[config.mk]
export PLATFORM = sky130hd
export DESIGN_NAME = lom_ram
export DESIGN_NICKNAME = d
export VERILOG_FILES = /design/src/lom_ram.sv
export SDC_FILE = /design/constraint.sdc
export NUM_CORES = 2
export LEC_CHECK = 0
export BUFFER_PORTS_ARGS = -buffer_cell sky130_fd_sc_hd__buf_2
export CAP_MARGIN = 0
export CORE_UTILIZATION = 35
export CTS_CLUSTER_DIAMETER = 120
export DETAILED_ROUTE_END_ITERATION = 16
export PLACE_DENSITY = 0.52
export REMOVE_ABC_BUFFERS = 1
export SLEW_MARGIN = 20
export SYNTH_ARGS = -nofsm -noshare
export SYNTH_HDL_FRONTEND = slang
export SYNTH_SLANG_ARGS = --single-unit
[constraint.sdc]
create_clock -name clock -period 8 [get_ports clock]
set_input_delay 0.8 -clock clock [delete_from_list [all_inputs] [get_ports clock]]
set_output_delay 0.8 -clock clock [all_outputs]
set_load 0.03 [all_outputs]
[src/lom_ram.sv]
module lom_ram #(
   parameter int WIDTH = 60,
   parameter int DEPTH = 64
) (
   input  logic                     clock,
   input  logic                     wr_en,
   input  logic [$clog2(DEPTH)-1:0] wr_addr,
   input  logic [WIDTH-1:0]         wr_data,
   input  logic [$clog2(DEPTH)-1:0] rd_addr,
   output logic [WIDTH-1:0]         rd_data
);

   logic [WIDTH-1:0] mem [DEPTH];

   always_ff @(posedge clock) begin
      if (wr_en) begin
         mem[wr_addr] <= wr_data;
      end
      rd_data <= mem[rd_addr];
   end

endmodule

==> flow_metrics.py <==
metrics = {
    "pwr": {
        "total_power_mw": 43.10,
        "ir_drop_uv": 203.7,
        "power_density_mw_per_mm2": 256.6,
        "leakage_nw": 51.39,
    },
    "setup_path": {
        "cp-end-kind": "flop",
        "path_max_fanout": 84,
        "r2r-start": "mem[63][1]$_DFFE_PP_",
        "start_kind": "primary input",
        "critPathLaunch": "rd_addr[0]",
        "cp_data_required_time_ps": 8820,
        "cp.arrival_ps": 4130,
        "worst-setup-path-type": "in -> reg",
    },
    "detailed_routing": {
        "ant_nets": 0,
        "first_iter_violations": 7433,
        "wl_per_cell_um": 32.98,
        "drcViolationCount": 0,
        "vias_per_cell": 5.532,
        "firstDrtPassIters": 7,
        "drt-total-wl_um": 406900,
        "dr_total_vias": 68246,
    },
    "clocking": {
        "cts_sinks": 3900,
        "ctsHoldBuffers": 0,
        "clkTransAtPathRegs_ps": 60,
        "cts_setup_buffers": 0,
        "htreeDepth": 5,
        "clock-root-buffer": "clkbuf_16",
        "clock_latency_ps": 970,
        "cts_buffer_depth": 4,
        "cts_buffers": 407,
        "cts_tree": "yes",
        "ctsResizeCount": 0,
    },
    "sta": {
        "max_freq_mhz": 301.9,
        "rsz0062_at_grt": "false",
        "tightest_slew_ps": 1161,
        "setup_tns_ps": 0,
        "max_slew_margin_pct": 22.61,
        "hold_viol": 0,
        "setup_viol": 0,
        "period_share_pct": 41.41,
        "slew_viol_final": 0,
        "clock_skew_ps": 48.59,
        "period_minus_slack_ps": 3313,
    },
    "floorplan": {
        "ioPinCount": 134,
        "die_h_um": 649.0,
        "rows": 237,
        "initial_core_util_pct": 35.17,
        "dieArea_mm2": 0.4212,
        "core_mm2": 0.4166,
        "die_w_um": 649.0,
    },
    "job": {
        "drv_cap": 0,
    },
    "cells_and_area": {
        "nets": 6572,
        "drive_gt1_share_pct": 30.52,
        "final_util_pct": 40.32,
        "areaGrowthSynthToFinish_pct": 14.65,
        "layout.cells.non_filler": 12337,
        "design_area_mm2": 0.1680,
    },
    "placed_design": {
        "placed_cell_area_mm2": 0.1549,
        "portBuffers": 133,
        "dpl.cell_count": 11581,
        "place_hpwl_um": 222000,
        "gp_congestion": 0.7613,
    },
    "outcome": {
        "status": "finished, final reports clean",
    },
    "global_routing": {
        "grt_pass1_vias": 71049,
        "antenna_found_initial": 22,
        "gr-total-overflow": 0,
        "track_usage_pct": 19.04,
        "grt_max_degree": 112,
        "grt_pass1_wl_um": 568500,
    },
    "hold_path": {
        "hold_start": "wr_data[37]",
        "hp-class": "in -> reg",
    },
    "logic_synthesis": {
        "ys_seq_elements": 3900,
        "syn_inst": 6093,
        "ys_seq_area_share_pct": 79.52,
        "syn_avg_cell_area_um2": 24.05,
        "syn_area_mm2": 0.1465,
        "synth_cell_types": 36,
        "synth-warning-count": 0,
    },
}
[area by class of cell]
class                           count  area (um2)
Fill cell                       36211      248700
Sequential cell                  3900      116500
Multi-Input combinational cell   1852       28950
Clock buffer                      537       10970
Tap cell                         5497        6878
Timing Repair Buffer              336        2733
Clock inverter                    205        1903
Antenna cell                        9       22.52
Inverter                            1       8.758
[worst max-delay path, stage by stage]
cell and delay, ps:
buf_12 520, buf_4 680, buf_4 460, mux4_2 550, mux4_2 500, o22ai_1 240, nor2_1 120
[metrics by stage]
stage / hold slack, ps / setup WS (ps)
6_report: 237.2 / 4687
5_1_grt: 205.8 / 4505
4_1_cts: 308.3 / 4678
3_5_place_dp: 856.3 / 3628
3_3_place_gp: 855.5 / 3680
2_1_floorplan: 758.1 / 2223
[cells in the final DEF (no fill, tap or decap), types with 3 or more instances in the layout]
| master | Yosys | final |
|---|---|---|
| a211oi_1 | 3 | 3 |
| a21oi_1 | 74 | 74 |
| a31oi_1 | 28 | 28 |
| buf_12 | 0 | 34 |
| buf_2 | 99 | 103 |
| buf_4 | 34 | 195 |
| buf_8 | 0 | 3 |
| bufinv_16 | 0 | 26 |
| clkbuf_1 | 170 | 105 |
| clkbuf_16 | 0 | 411 |
| clkbuf_8 | 0 | 21 |
| clkinv_1 | 0 | 78 |
| clkinv_16 | 0 | 4 |
| clkinv_2 | 0 | 71 |
| clkinv_8 | 0 | 9 |
| dfxtp_1 | 60 | 60 |
| diode_2 | 0 | 9 |
| edfxtp_1 | 3840 | 3840 |
| inv_16 | 0 | 5 |
| inv_6 | 0 | 8 |
| mux2_2 | 58 | 58 |
| mux2i_1 | 51 | 51 |
| mux4_2 | 1040 | 1040 |
| nand2_1 | 68 | 66 |
| nand2b_2 | 0 | 6 |
| nand3_1 | 5 | 5 |
| nand3b_1 | 5 | 5 |
| nor2_1 | 177 | 115 |
| nor2_4 | 0 | 62 |
| nor2b_1 | 9 | 8 |
| nor3_1 | 12 | 10 |
| o21ai_0 | 38 | 38 |
| o221a_2 | 9 | 9 |
| o221ai_1 | 59 | 59 |
| o22ai_1 | 188 | 188 |
| or3_1 | 3 | 3 |
| or3b_2 | 4 | 4 |
[where the power goes]
| group | internal, mW | leakage, nW | switching, mW |
|---|---|---|---|
| Clock | 10.5 | 6.31 | 7.90 |
| Combinational | 0.736 | 10.0 | 1.27 |
| Sequential | 22.6 | 35.1 | 0.0742 |
| Total | 33.9 | 51.4 | 9.25 |
[cells in the mapped netlist]
master	n	area, um2
nor3_1	12	60.06
buf_1	32	120.1
edfxtp_1	3840	115300
buf_6	5	56.30
nand4b_1	1	8.760
inv_2	1	3.750
nand3b_1	5	37.54
or3b_1	1	8.760
o22ai_1	188	1176
mux4_2	1040	23420
nor2_1	177	664.4
o21ai_1	1	5.000
and2_0	1	6.260
a211oi_1	3	22.52
buf_2	99	495.5
o221ai_1	59	516.8
mux2_2	58	653.1
o32ai_1	1	8.760
nor2b_1	9	56.30
clkbuf_1	170	638.1
nand3_1	5	25.02
or3b_2	4	35.03
mux2i_1	51	510.5
o31ai_1	1	7.510
dfxtp_1	60	1201
or2_2	3	18.77
or2_0	1	6.260
nand2_1	68	255.2
buf_4	34	255.2
or3_1	3	18.77
a21oi_1	74	370.4
nand4_1	2	12.51
o21ai_0	38	190.2
o221a_2	9	101.4
a31oi_1	28	175.2
nand2b_1	9	56.30
[registers in the layout, indices dropped and copies added, names as in the netlist]
register and count:
rd_data 60, mem 3840
[final timing paths]
check                                       endpoint  slack (ps)  cells past startpoint
worst max-delay path             rd_data[10]$_DFF_P_        4690                      7
worst min-delay path            mem[0][37]$_DFFE_PP_         240                      1
worst max register to register    rd_data[1]$_DFF_P_        5760                      4
worst min register to register   rd_data[55]$_DFF_P_         870                      4
[logic make-up (layout without fill, tap and decap cells)]
group           after synthesis  after routing  share of synthesized area, %
compound gates              402            402                         1.757
buf+inv                     341           1079                         1.071
flops                      3900           3900                         79.52
mux                        1149           1149                         16.78
other cells                   0              9                             0
simple gates                301            301                        0.8668
[layer usage]
layer | part of all wire (%) | GRT usage, % | vias to the layer above | routed length (um)
li1 | - | - | 27193 | -
met1 | 42 | 26.04 | 38119 | 169000
met2 | 50 | 32.07 | 2334 | 203300
met3 | 5.6 | 2.425 | 594 | 22920
met4 | 2.8 | 5.351 | 6 | 11570
met5 | 0.010 | 0 | - | 41
Power figures use the tool's default switching activity.
